===== src/rtl/ovss_pkg.sv =====
// types and constants for the oom victim score selector
// no dependencies
`default_nettype none
package ovss_pkg;

  localparam int SQ_W      = 38;
  localparam int SQ_STEPS  = 19;
  localparam int ROOT_W    = 19;
  localparam int SQREM_W   = 20;
  localparam int PTS_W     = 41;
  localparam int DIV_STEPS = 41;
  localparam int SCORE_W   = 48;
  localparam int IDX_W     = 12;
  localparam int SHIFT_W   = 58;
  localparam int CNT_W     = 6;
  localparam int IN_DATA_W = 152;
  localparam int IN_USER_W = 6;
  localparam int OUT_DATA_W = 64;

  typedef enum logic [2:0] {
    S_IDLE,
    S_SQ_CPU,
    S_DIV_CPU,
    S_SQ_RUN1,
    S_SQ_RUN2,
    S_DIV_RUN,
    S_FIN
  } state_e;

  typedef enum logic [1:0] {
    DEC_OPEN = 2'd0,
    DEC_WAIT = 2'd1,
    DEC_SWAP = 2'd2
  } decided_e;

  typedef enum logic [1:0] {
    ST_VICTIM  = 2'd0,
    ST_WAIT    = 2'd1,
    ST_SWAPOFF = 2'd2,
    ST_NONE    = 2'd3
  } status_e;

endpackage
`default_nettype wire


===== src/rtl/oom_victim_score_select.sv =====
// oom victim selection over a scan of task descriptors, bit-serial root and divide
// depends on ovss_pkg
//
// channel   dir  handshake              payload
// s_axis    in   tvalid/tready          tdata task fields, tuser flags, tlast end of scan
// m_axis    out  tvalid/tready          tdata index and score, tuser status
// cfg       in   cfg_valid_i/cfg_ready_o cfg_data_i uptime in seconds
//
// a scored task takes 3*19 root steps plus up to 2*41 divide steps
// the root unit and the divide unit are each shared and produce one bit per cycle
// skipped, dying or memoryless tasks go from idle straight to the final state, with no root or divide
// reset clears the scan state and the uptime register
// the last beat of a scan waits in the final state until the result register is free
`default_nettype none
module oom_victim_score_select
  import ovss_pkg::*;
#(
  parameter int MAX_TASKS = 4096,
  parameter int CPU_SHIFT = 13,
  parameter int RUN_SHIFT = 10
) (
  input  wire logic                  clk_i,
  input  wire logic                  rst_ni,
  input  wire logic                  s_axis_tvalid,
  output logic                       s_axis_tready,
  // own_vm, children_vm, cpu_ticks, start_sec, oom_adj, zero pad
  input  wire logic [IN_DATA_W-1:0]  s_axis_tdata,
  // nice_positive, admin_or_root, raw_io, dying, swapoff, is_init
  input  wire logic [IN_USER_W-1:0]  s_axis_tuser,
  input  wire logic                  s_axis_tlast,
  output logic                       m_axis_tvalid,
  input  wire logic                  m_axis_tready,
  // victim_index, victim_score, zero pad
  output logic [OUT_DATA_W-1:0]      m_axis_tdata,
  // status
  output logic [1:0]                 m_axis_tuser,
  input  wire logic                  cfg_valid_i,
  output logic                       cfg_ready_o,
  input  wire logic [31:0]           cfg_data_i
);

  localparam int PW = $clog2(MAX_TASKS);

  state_e state_q, state_d;
  decided_e dec_q, dec_d;
  logic [31:0] uptime_q;
  logic [CNT_W-1:0] cnt_q;
  logic [PW-1:0] pos_q, pos_d;
  logic [PW-1:0] best_idx_q, best_idx_d;
  logic [SCORE_W-1:0] best_q, best_d;
  logic have_q, have_d;
  logic out_valid_q;
  logic [OUT_DATA_W-1:0] out_data_q;
  logic [1:0] out_user_q;

  logic [PTS_W-1:0] pts_q;
  logic [SQ_W-1:0] sq_x_q;
  logic [SQREM_W-1:0] sq_rem_q, dv_rem_q;
  logic [ROOT_W-1:0] sq_root_q;
  logic [31:0] run_q;
  logic nice_q, admin_q, raw_q, dying_q, swap_q, init_q, last_q;
  logic [4:0] adj_q;

  logic acc;
  logic [39:0] cpu_sh;
  logic [32:0] up_diff;
  logic [31:0] run_new;
  logic needs_score;
  assign acc = s_axis_tvalid && s_axis_tready;
  assign cpu_sh = s_axis_tdata[111:72] >> CPU_SHIFT;
  assign up_diff = {1'b0, uptime_q} - {1'b0, s_axis_tdata[143:112]};
  assign run_new = up_diff[32] ? 32'd0 : (up_diff[31:0] >> RUN_SHIFT);
  assign needs_score = (dec_q == DEC_OPEN) && !s_axis_tuser[5] && !s_axis_tuser[3]
                       && (s_axis_tdata[31:0] != 32'd0);

  // root step
  logic [SQREM_W+1:0] sq_sh, sq_trial;
  logic sq_ge;
  logic [ROOT_W-1:0] root_d;
  logic [SQREM_W-1:0] sq_rem_d;
  logic sq_done;
  assign sq_sh = {sq_rem_q, sq_x_q[SQ_W-1 -: 2]};
  assign sq_trial = {1'b0, sq_root_q, 2'b01};
  assign sq_ge = sq_sh >= sq_trial;
  assign root_d = {sq_root_q[ROOT_W-2:0], sq_ge};
  assign sq_rem_d = sq_ge ? SQREM_W'(sq_sh - sq_trial) : sq_sh[SQREM_W-1:0];
  assign sq_done = cnt_q == CNT_W'(SQ_STEPS - 1);

  // divide step
  logic [SQREM_W:0] dv_sh, dv_den;
  logic dv_ge;
  logic [SQREM_W-1:0] dv_rem_d;
  logic dv_done;
  assign dv_sh = {dv_rem_q, pts_q[PTS_W-1]};
  assign dv_den = (SQREM_W+1)'(sq_root_q);
  assign dv_ge = dv_sh >= dv_den;
  assign dv_rem_d = dv_ge ? SQREM_W'(dv_sh - dv_den) : dv_sh[SQREM_W-1:0];
  assign dv_done = cnt_q == CNT_W'(DIV_STEPS - 1);

  // score modifiers
  logic [PTS_W:0] p1, p2, p3;
  logic [4:0] rsh;
  logic [SHIFT_W-1:0] pw;
  logic [SCORE_W-1:0] score;
  assign p1 = nice_q ? {pts_q, 1'b0} : {1'b0, pts_q};
  assign p2 = admin_q ? (p1 >> 2) : p1;
  assign p3 = raw_q ? (p2 >> 2) : p2;
  assign rsh = 5'(5'd0 - adj_q);
  assign pw = adj_q[4] ? SHIFT_W'(p3 >> rsh) : (SHIFT_W'(p3) << adj_q[3:0]);
  assign score = (|pw[SHIFT_W-1:SCORE_W]) ? {SCORE_W{1'b1}} : pw[SCORE_W-1:0];

  logic out_free;
  assign out_free = !out_valid_q || m_axis_tready;

  // next state
  always_comb begin
    state_d = state_q;
    case (state_q)
      S_IDLE: begin
        if (acc) state_d = needs_score ? S_SQ_CPU : S_FIN;
      end
      S_SQ_CPU: begin
        if (sq_done) state_d = (root_d == '0) ? S_SQ_RUN1 : S_DIV_CPU;
      end
      S_DIV_CPU: begin
        if (dv_done) state_d = S_SQ_RUN1;
      end
      S_SQ_RUN1: begin
        if (sq_done) state_d = S_SQ_RUN2;
      end
      S_SQ_RUN2: begin
        if (sq_done) state_d = (root_d == '0) ? S_FIN : S_DIV_RUN;
      end
      S_DIV_RUN: begin
        if (dv_done) state_d = S_FIN;
      end
      S_FIN: begin
        if (!last_q || out_free) state_d = S_IDLE;
      end
      default: state_d = S_IDLE;
    endcase
  end

  // outputs
  always_comb begin
    s_axis_tready = (state_q == S_IDLE);
    cfg_ready_o   = 1'b1;
    m_axis_tvalid = out_valid_q;
    m_axis_tdata  = out_data_q;
    m_axis_tuser  = out_user_q;
  end

  // scan bookkeeping on the final state
  logic commit;
  assign commit = (state_q == S_FIN) && (!last_q || out_free);
  always_comb begin
    dec_d = dec_q;
    best_d = best_q;
    best_idx_d = best_idx_q;
    have_d = have_q;
    pos_d = (pos_q == PW'(MAX_TASKS - 1)) ? '0 : pos_q + 1'b1;
    if (dec_q == DEC_OPEN && !init_q) begin
      if (dying_q) begin
        dec_d = DEC_WAIT;
        best_d = '0;
        best_idx_d = '0;
      end else if (swap_q) begin
        dec_d = DEC_SWAP;
        best_d = score;
        best_idx_d = pos_q;
        have_d = 1'b1;
      end else if (!have_q || score > best_q) begin
        best_d = score;
        best_idx_d = pos_q;
        have_d = 1'b1;
      end
    end
  end

  logic [PW+IDX_W-1:0] idx_ext;
  logic [1:0] res_status;
  logic [OUT_DATA_W-1:0] res_data;
  assign idx_ext = {{IDX_W{1'b0}}, best_idx_d};
  always_comb begin
    case (dec_d)
      DEC_WAIT: res_status = ST_WAIT;
      DEC_SWAP: res_status = ST_SWAPOFF;
      default:  res_status = have_d ? ST_VICTIM : ST_NONE;
    endcase
    if (res_status == ST_WAIT || res_status == ST_NONE) begin
      res_data = '0;
    end else begin
      res_data = {{(OUT_DATA_W-SCORE_W-IDX_W){1'b0}}, best_d, idx_ext[IDX_W-1:0]};
    end
  end

  always_ff @(posedge clk_i or negedge rst_ni) begin
    if (!rst_ni) begin
      state_q     <= S_IDLE;
      dec_q       <= DEC_OPEN;
      uptime_q    <= '0;
      cnt_q       <= '0;
      pos_q       <= '0;
      best_idx_q  <= '0;
      best_q      <= '0;
      have_q      <= 1'b0;
      out_valid_q <= 1'b0;
    end else begin
      state_q <= state_d;
      if (cfg_valid_i) uptime_q <= cfg_data_i;
      if (state_q != state_d) cnt_q <= '0;
      else cnt_q <= cnt_q + 1'b1;
      if (out_valid_q && m_axis_tready) out_valid_q <= 1'b0;
      if (commit) begin
        if (last_q) begin
          out_valid_q <= 1'b1;
          dec_q <= DEC_OPEN;
          best_q <= '0;
          best_idx_q <= '0;
          have_q <= 1'b0;
          pos_q <= '0;
        end else begin
          dec_q <= dec_d;
          best_q <= best_d;
          best_idx_q <= best_idx_d;
          have_q <= have_d;
          pos_q <= pos_d;
        end
      end
    end
  end

  always_ff @(posedge clk_i) begin
    if (commit && last_q) begin
      out_data_q <= res_data;
      out_user_q <= res_status;
    end
    case (state_q)
      S_IDLE: begin
        if (acc) begin
          pts_q    <= (s_axis_tdata[31:0] == 32'd0) ? '0
                      : PTS_W'(s_axis_tdata[31:0]) + PTS_W'(s_axis_tdata[71:32]);
          sq_x_q   <= cpu_sh[SQ_W-1:0];
          sq_rem_q <= '0;
          sq_root_q <= '0;
          run_q    <= run_new;
          adj_q    <= s_axis_tdata[148:144];
          nice_q   <= s_axis_tuser[0];
          admin_q  <= s_axis_tuser[1];
          raw_q    <= s_axis_tuser[2];
          dying_q  <= s_axis_tuser[3];
          swap_q   <= s_axis_tuser[4];
          init_q   <= s_axis_tuser[5];
          last_q   <= s_axis_tlast;
        end
      end
      S_SQ_CPU, S_SQ_RUN1, S_SQ_RUN2: begin
        sq_x_q    <= sq_x_q << 2;
        sq_rem_q  <= sq_rem_d;
        sq_root_q <= root_d;
        dv_rem_q  <= '0;
        if (sq_done && state_q == S_SQ_CPU && root_d == '0) begin
          sq_x_q    <= SQ_W'(run_q);
          sq_rem_q  <= '0;
          sq_root_q <= '0;
        end
        if (sq_done && state_q == S_SQ_RUN1) begin
          sq_x_q    <= SQ_W'(root_d);
          sq_rem_q  <= '0;
          sq_root_q <= '0;
        end
      end
      S_DIV_CPU, S_DIV_RUN: begin
        pts_q    <= {pts_q[PTS_W-2:0], dv_ge};
        dv_rem_q <= dv_rem_d;
        if (dv_done && state_q == S_DIV_CPU) begin
          sq_x_q    <= SQ_W'(run_q);
          sq_rem_q  <= '0;
          sq_root_q <= '0;
        end
      end
      default: begin
      end
    endcase
  end

endmodule
`default_nettype wire


===== config.mk =====
export PLATFORM = sky130hd
export DESIGN_NAME = oom_victim_score_select
export DESIGN_NICKNAME = d
export VERILOG_FILES = /design/src/rtl/ovss_pkg.sv /design/src/rtl/oom_victim_score_select.sv
export SDC_FILE = /design/constraint.sdc
export NUM_CORES = 1
export LEC_CHECK = 0
export ABC_AREA = 0
export BUFFER_PORTS_ARGS = -buffer_cell sky130_fd_sc_hd__buf_2
export CAP_MARGIN = 20
export CORE_MARGIN = 8
export CORE_UTILIZATION = 41
export DETAILED_ROUTE_END_ITERATION = 10
export GPL_TIMING_DRIVEN = 0
export HOLD_SLACK_MARGIN = 0.02
export SLEW_MARGIN = 40
export SYNTH_ARGS = -nofsm -noshare
export SYNTH_HDL_FRONTEND = slang
export SYNTH_SLANG_ARGS = --single-unit

===== constraint.sdc =====
create_clock -name clk_i -period 8.9 [get_ports clk_i]
set_input_delay 0.89 -clock clk_i [delete_from_list [all_inputs] [get_ports clk_i]]
set_output_delay 0.89 -clock clk_i [all_outputs]
set_load 0.02 [all_outputs]

# Word level (Yosys, flattened, before mapping)
# Index checks and enable logic that the tools add are counted.
dict set report totals {
  register_bits 365
  input_bits 196
  out_inout_bits 69
  elab_cells 155
}
dict set report classes {
  shift 2
  n_reduce_logical 36
  n_lt_le_gt_ge 3
  n_addsub 7
  muxes 64
  n_eq_ne 16
}
# cell count
set op_table {}
lappend op_table {{48-bit 2-to-1 mux} 6}
lappend op_table {{38-bit 2-to-1 mux} 4}
lappend op_table {{42-bit 2-to-1 mux} 3}
lappend op_table {{20-bit 2-to-1 mux} 6}
lappend op_table {{38-bit case mux with 3 select lines} 1}
lappend op_table {{12-bit 2-to-1 mux} 7}
lappend op_table {{41-bit 2-to-1 mux} 2}
lappend op_table {{41-bit case mux with 2 select lines} 1}
lappend op_table {{19-bit 2-to-1 mux} 4}
lappend op_table {{20-bit case mux with 3 select lines} 1}
lappend op_table {{58-bit 2-to-1 mux} 1}
lappend op_table {{42-bit by 4-bit left shift with 58-bit output} 1}
lappend op_table {{42-bit by 5-bit right shift with 58-bit output} 1}
lappend op_table {{19-bit case mux with 3 select lines} 1}
lappend op_table {{48-bit greater-than comparator} 1}
lappend op_table {{32-bit by 40-bit adder with 41-bit output} 1}
lappend op_table {{20-bit case mux with 2 select lines} 1}
lappend op_table {{32-bit by 32-bit subtractor with 33-bit output} 1}
lappend op_table {{32-bit logical NOT} 1}
lappend op_table {{32-bit nonzero test} 1}
lappend op_table {{3-bit 2-to-1 mux} 8}
lappend op_table {{22-bit by 21-bit greater-or-equal comparator with 1-bit output} 1}
lappend op_table {{21-bit by 19-bit greater-or-equal comparator with 1-bit output} 1}
lappend op_table {{3-bit case mux with 7 select lines} 1}
lappend op_table {{other kinds (33)} 72}

# Longest topological paths before layout
dict set report logic_depth {
  depth_word 17
  ltp_mapped 29
  mapped_depth_nobuf 21
}

# Worst setup path after synthesis
# No wires, ideal clock.
dict set report synth_timing {
  path_kind {register to register}
  start {register adj_q[1]}
  end {register out_data_q[10] (netlist: m_axis_tdata[10]) (data pin)}
  setup_ns 0.256
  t_required_ns 8.644
  arrival_time_ns 6.163
  path_buffers 7
  synth_period_minus_slack_ns 6.420
  path_slack_ns 2.480
  path_stages_with_launch 24
  cell_sequence {edfxtp_1 > clkbuf_1 > inv_1 > clkbuf_1 > clkbuf_1 > buf_1 > ha_1 > clkbuf_1 > xnor2_1 > mux4_2 > a222oi_1 > nor3_1 > or4_4 > inv_1 > ha_1 > nand4_1 > or3_1 > nor4_1 > nand2b_1 > o22ai_1 > and3_1 > clkbuf_1 > clkbuf_1 > a22o_1}
}
dict set report synth_via {
  elab_chain_len 15
  elab_cells_between_ends 21
  cone_classes {1 x add/sub; 1 x order compare; 2 x eq/ne; 2 x shift; 12 x mux; 3 x reduce/logical}
}
# element line_no
set synth_rtl {}
lappend synth_rtl {{from (decl)} oom_victim_score_select.sv:62} ;# logic [4:0] adj_q;
lappend synth_rtl {{from (signal assigned)} oom_victim_score_select.sv:247} ;# adj_q <= s_axis_tdata[148:144];
lappend synth_rtl {{1-bit by 5-bit subtractor with 5-bit output} oom_victim_score_select.sv:108} ;# assign rsh = 5'(5'd0 - adj_q);
lappend synth_rtl {{42-bit by 5-bit right shift with 58-bit output} oom_victim_score_select.sv:109} ;# assign pw = adj_q[4] ? SHIFT_W'(p3 >> rsh) : (SHIFT_W'(p3) << adj_q[3:0]);
lappend synth_rtl {{58-bit 2-to-1 mux (*)} oom_victim_score_select.sv:109}
lappend synth_rtl {{10-bit OR reduction} oom_victim_score_select.sv:110} ;# assign score = (|pw[SHIFT_W-1:SCORE_W]) ? {SCORE_W{1'b1}} : pw[SCORE_W-1:0];
lappend synth_rtl {{48-bit 2-to-1 mux (*)} oom_victim_score_select.sv:110}
lappend synth_rtl {{48-bit greater-than comparator (*)} oom_victim_score_select.sv:172} ;# end else if (!have_q || score > best_q) begin
lappend synth_rtl {{1-bit logical OR (*)} oom_victim_score_select.sv:172}
lappend synth_rtl {{1-bit 2-to-1 mux} oom_victim_score_select.sv:172}
lappend synth_rtl {{1-bit 2-to-1 mux} oom_victim_score_select.sv:167} ;# end else if (swap_q) begin
lappend synth_rtl {{1-bit 2-to-1 mux} oom_victim_score_select.sv:163} ;# if (dying_q) begin
lappend synth_rtl {{1-bit 2-to-1 mux} oom_victim_score_select.sv:162} ;# if (dec_q == DEC_OPEN && !init_q) begin
lappend synth_rtl {{2-bit 2-to-1 mux} oom_victim_score_select.sv:188} ;# default: res_status = have_d ? ST_VICTIM : ST_NONE;
lappend synth_rtl {{2-bit case mux with 2 select lines} oom_victim_score_select.sv:185} ;# case (dec_d)
lappend synth_rtl {{2-bit by 1-bit == test with 1-bit output / 2-bit == test (equally long branches)} oom_victim_score_select.sv:190} ;# if (res_status == ST_WAIT || res_status == ST_NONE) begin
lappend synth_rtl {{1-bit logical OR} oom_victim_score_select.sv:190}
lappend synth_rtl {{to (signal assigned)} oom_victim_score_select.sv:235} ;# out_data_q <= res_data;
lappend synth_rtl {{to (decl)} oom_victim_score_select.sv:53} ;# logic [OUT_DATA_W-1:0] out_data_q;
# Every way passes the cells marked *; elsewhere a longest branch is shown, timed or not.
# A chain may end at the register's enable or synchronous reset.

# Worst setup path after layout
dict set report layout_timing {
  start {register adj_q[1]}
  end {register out_data_q[51] (netlist: m_axis_tdata[51]) (data pin)}
}
dict set report layout_via {
  elab_chain_len 15
  elab_cells_between_ends 21
  cone_classes {1 x add/sub; 1 x order compare; 2 x eq/ne; 2 x shift; 12 x mux; 3 x reduce/logical}
}
# element line_no
set layout_rtl {}
lappend layout_rtl {{1-bit by 5-bit subtractor with 5-bit output} oom_victim_score_select.sv:108}
lappend layout_rtl {{42-bit by 5-bit right shift with 58-bit output} oom_victim_score_select.sv:109}
lappend layout_rtl {{58-bit 2-to-1 mux (*)} oom_victim_score_select.sv:109}
lappend layout_rtl {{10-bit OR reduction} oom_victim_score_select.sv:110}
lappend layout_rtl {{48-bit 2-to-1 mux (*)} oom_victim_score_select.sv:110}
lappend layout_rtl {{48-bit greater-than comparator} oom_victim_score_select.sv:172}
lappend layout_rtl {{1-bit logical OR} oom_victim_score_select.sv:172}
lappend layout_rtl {{1-bit 2-to-1 mux} oom_victim_score_select.sv:172}
lappend layout_rtl {{1-bit 2-to-1 mux} oom_victim_score_select.sv:167}
lappend layout_rtl {{1-bit 2-to-1 mux} oom_victim_score_select.sv:163}
lappend layout_rtl {{1-bit 2-to-1 mux} oom_victim_score_select.sv:162}
lappend layout_rtl {{2-bit 2-to-1 mux} oom_victim_score_select.sv:188}
lappend layout_rtl {{2-bit case mux with 2 select lines} oom_victim_score_select.sv:185}
lappend layout_rtl {{2-bit by 1-bit == test with 1-bit output / 2-bit == test (equally long branches)} oom_victim_score_select.sv:190}
lappend layout_rtl {{1-bit logical OR} oom_victim_score_select.sv:190}
# Marked as above.

==> impl_metrics.ini <==
[critical_path]
rr_endpoint = m_axis_tdata[51]$_SDFFCE_PP0P_
r2r_slack_ns = 0.52
start_kind = flip-flop
arrival_ns = 8.72
crit_fanout = 13
crit_chain = clkbuf_1, inv_1, clkbuf_2, buf_2, ha_1, clkbuf_1, xor2_4, clkbuf_2, buf_1, nor2_1, a222oi_1, o31ai_1, o21ai_1, ha_1, nand4_1, or3_1, nor4_1, nand2b_1, o221ai_1, a21oi_2, clkbuf_1, nand2_1, o21ai_0
slowest_stage = a222oi_1
slowest_delay_ns = 0.55
cp_data_required_time_ns = 9.23
cp-end-kind = flip-flop
crit_type = reg -> reg
cpMostUsedCell = clkbuf_1
reg2reg_depth = 23
regToRegStartpoint = adj_q[1]$_DFFE_PP_

[synthesis]
ys_ff_latch = 351
ys_top_cells_by_area = edfxtp_1 (23%), dfrtp_1 (9.7%), mux4_2 (6.9%), ha_1 (6.6%), mux2i_1 (4.8%)
ys_seq_area_share_pct = 33.0
syn_inst = 3163
synth-edff-count = 234
avgSynthCellArea_um2 = 9.53
synth_top_area_cell = edfxtp_1
ys_warn_count = 0
ys_types = 96
synth_most_common_cell = nor2_1
yosys-top-cells-count = nor2_1 (272), nand2_1 (243), edfxtp_1 (234)
async_reset_ff_share_pct = 33.3
synth_flop_cell = edfxtp_1
yosysTopAreaCellShare_pct = 23.3
synthesis.area_mm2 = 0.0302

[detailed_routing]
first_pass_iters = 6
wl_met2_um = 51400
via_count = 27900
routed-wl-met3_um = 9590
drt-met1-wl_um = 47400
drc = 0
drt_iter0_markers = 3069
routed.top_layer = met5
viasPerCell = 6.25
finalWirelength_um = 113000
wl_per_cell_um = 25.3
antenna_left = 0

[timing]
worstMarginPinSlew_ns = 0.939
fin_crit_ns = 8.38
slew_violations = 0
slew_headroom_pct = 37.4
hold_viol = 0
finClkSkew_ns = 0.0191
finalCritPeriodShare_pct = 94.2
rsz0062_at_grt = no
setup_viol = 0
max_freq_ghz = 0.119

[finish]
final_util_pct = 47.1
fillCellCount = 7067
fin_cells = 4459
nNetsFinal = 3819
drive_gt1_share_pct = 18.5
area_growth_syn_to_layout_pct = 13.8

[power_and_ir_drop]
p_int_w = 0.00298
vdd_drop_max_uv = 149
p_leak_nw = 14.4
p_clk_share_pct = 46.4
p_sw_w = 0.000987
switching_share_pct = 24.9
comb_power_share_pct = 9.3
p_seq_share_pct = 44.3
powerDensity_mw_per_mm2 = 115

[hold_path]
hold_path_class = in -> async

[global_route]
antenna_found_initial = 3
grt_pass1_vias = 26800
gr-total-overflow = 0
grtUsageTotal_pct = 26.2
grt_max_degree = 71
grt_pass1_wl_um = 168000

[placed_design]
hpwl_um = 89200
gp_congestion = 1.02
place_inst = 4376
port_buffers = 242

[floorplanning]
io_pins = 265
dieArea_mm2 = 0.0825
num_rows = 99
die_h_um = 287
coreArea_mm2 = 0.0728
start_util_pct = 41.4
die_x_um = 287

[clocking]
postCtsSetupRepairBufs = 0
cts_buffers = 44
clkLatencyLatePin_ns = 0.60
cts.path.max_buffers = 3
cts.sinks = 351
clock-root-buffer = clkbuf_16
htreeDepth = 2
tritoncts = done
clkTransAtPathRegs_ns = 0.06

[job]
maxCapViolCount = 0

[run_status]
status = complete, no violations
metrics by stage:
| step | power, W | instance area (µm²) | TNS, ns | hold WS [ns] | setup slack [ns] |
|---|---|---|---|---|---|
| 4_1_cts | 0.00400 | 34300 | 0 | 0.178 | 0.00860 |
| 6_report | 0.00396 | 34300 | 0 | 0.189 | 0.515 |
| 3_3_place_gp | 0.00215 | 32600 | -91.66 | 0.484 | -1.13 |
| 2_1_floorplan | 0.00203 | 30200 | 0 | 0.455 | 2.48 |
| 3_5_place_dp | 0.00216 | 32800 | -47.04 | 0.483 | -0.761 |
| 5_1_grt | 0.00410 | 34300 | 0 | 0.201 | 0.114 |
cell type report:
type | count | area, µm² | share of cell area (%)
multi-input combinational | 2408 | 18600 | 54.2
sequential | 351 | 9950 | 29.0
timing repair buffer | 252 | 1370 | 3.98
tap | 959 | 1200 | 3.50
clock buffer | 54 | 1170 | 3.40
buffer | 238 | 1090 | 3.19
inverter | 168 | 631 | 1.84
clock inverter | 28 | 312 | 0.908
antenna | 1 | 2.50 | 0.00729
worst max path at each step:
stage | startpoint | to
2_1_floorplan | adj_q[1]$_DFFE_PP_ | m_axis_tdata[10]$_SDFFCE_PP0P_
3_3_place_gp | adj_q[1]$_DFFE_PP_ | m_axis_tdata[51]$_SDFFCE_PP0P_
3_5_place_dp | adj_q[1]$_DFFE_PP_ | m_axis_tdata[51]$_SDFFCE_PP0P_
4_1_cts | adj_q[1]$_DFFE_PP_ | m_axis_tdata[51]$_SDFFCE_PP0P_
5_1_grt | adj_q[1]$_DFFE_PP_ | m_axis_tdata[50]$_SDFFCE_PP0P_
6_report | adj_q[1]$_DFFE_PP_ | m_axis_tdata[51]$_SDFFCE_PP0P_
state kept, by name, indices dropped and copies added, names as in the netlist, 2 cells and up:
register      cells
adj_q             5
best_idx_q       12
best_q           48
cnt_q             6
dec_q             2
dv_rem_q         20
m_axis_tdata     60
m_axis_tuser      2
pos_q            12
pts_q            41
run_q            22
sq_rem_q         20
sq_root_q        19
sq_x_q           38
state_q           3
uptime_q         32
routing by layer:
metal / track usage, % / vias to the layer above
met5: 0 / -
met4: 9.47 / 2
met3: 5.36 / 259
met2: 41.8 / 1291
met1: 35.0 / 13600
li1: - / 12700
worst max-delay path, delay by kind of cell (launching register included):
| family | cells | cell delay [ns] |
|---|---|---|
| flip-flops | 1 | 0.35 |
| AO/OA/AOI/OAI | 6 | 2.13 |
| XOR/XNOR | 1 | 0.38 |
| buffers and inverters | 8 | 3.31 |
| adder cells (fa/ha/maj) | 2 | 0.42 |
| AND/OR/NAND/NOR | 6 | 1.50 |
cell usage in the layout (no fill, tap or decap), drive strengths merged, types with 64 or more instances in the layout:
cell / n
mux4: 101
nand3: 64
o21ai: 169
mux2: 113
buf: 331
edfxtp: 234
clkbuf: 213
a21oi: 175
nand2: 243
inv: 170
mux2i: 146
nor2: 272
a22o: 143
ha: 158
dfrtp: 117
repair_timing:
item                       CTS  global route
cloned                       0             0
setup endpoints to repair  120           120
gates resized for setup      5            13
hold buffers                 0             0
power groups by stage:
stage	clock, W	sequential (W)	combinational, W
after floorplan	0	0.00179	0.000242
after global placement	0	0.00179	0.000363
after detailed placement	0	0.00179	0.000366
after CTS	0.00187	0.00176	0.000368
after global routing	0.00193	0.00176	0.000409
final	0.00184	0.00176	0.000369
cell families (layout without fill, tap and decap cells):
family | count (synthesis) | after routing | share of synthesized area [%]
DFF | 351 | 351 | 33.0
and+or+nand+nor | 847 | 847 | 13.1
AOI/OAI and AO/OA | 938 | 938 | 21.9
buffers and inverters | 407 | 740 | 5.68
adders and majority gates | 160 | 160 | 6.69
xor gates and xnor gates | 98 | 98 | 2.87
other | 2 | 6 | 0.0249
muxes | 360 | 360 | 16.7
No activity file was read; power rests on OpenSTA's default activity.
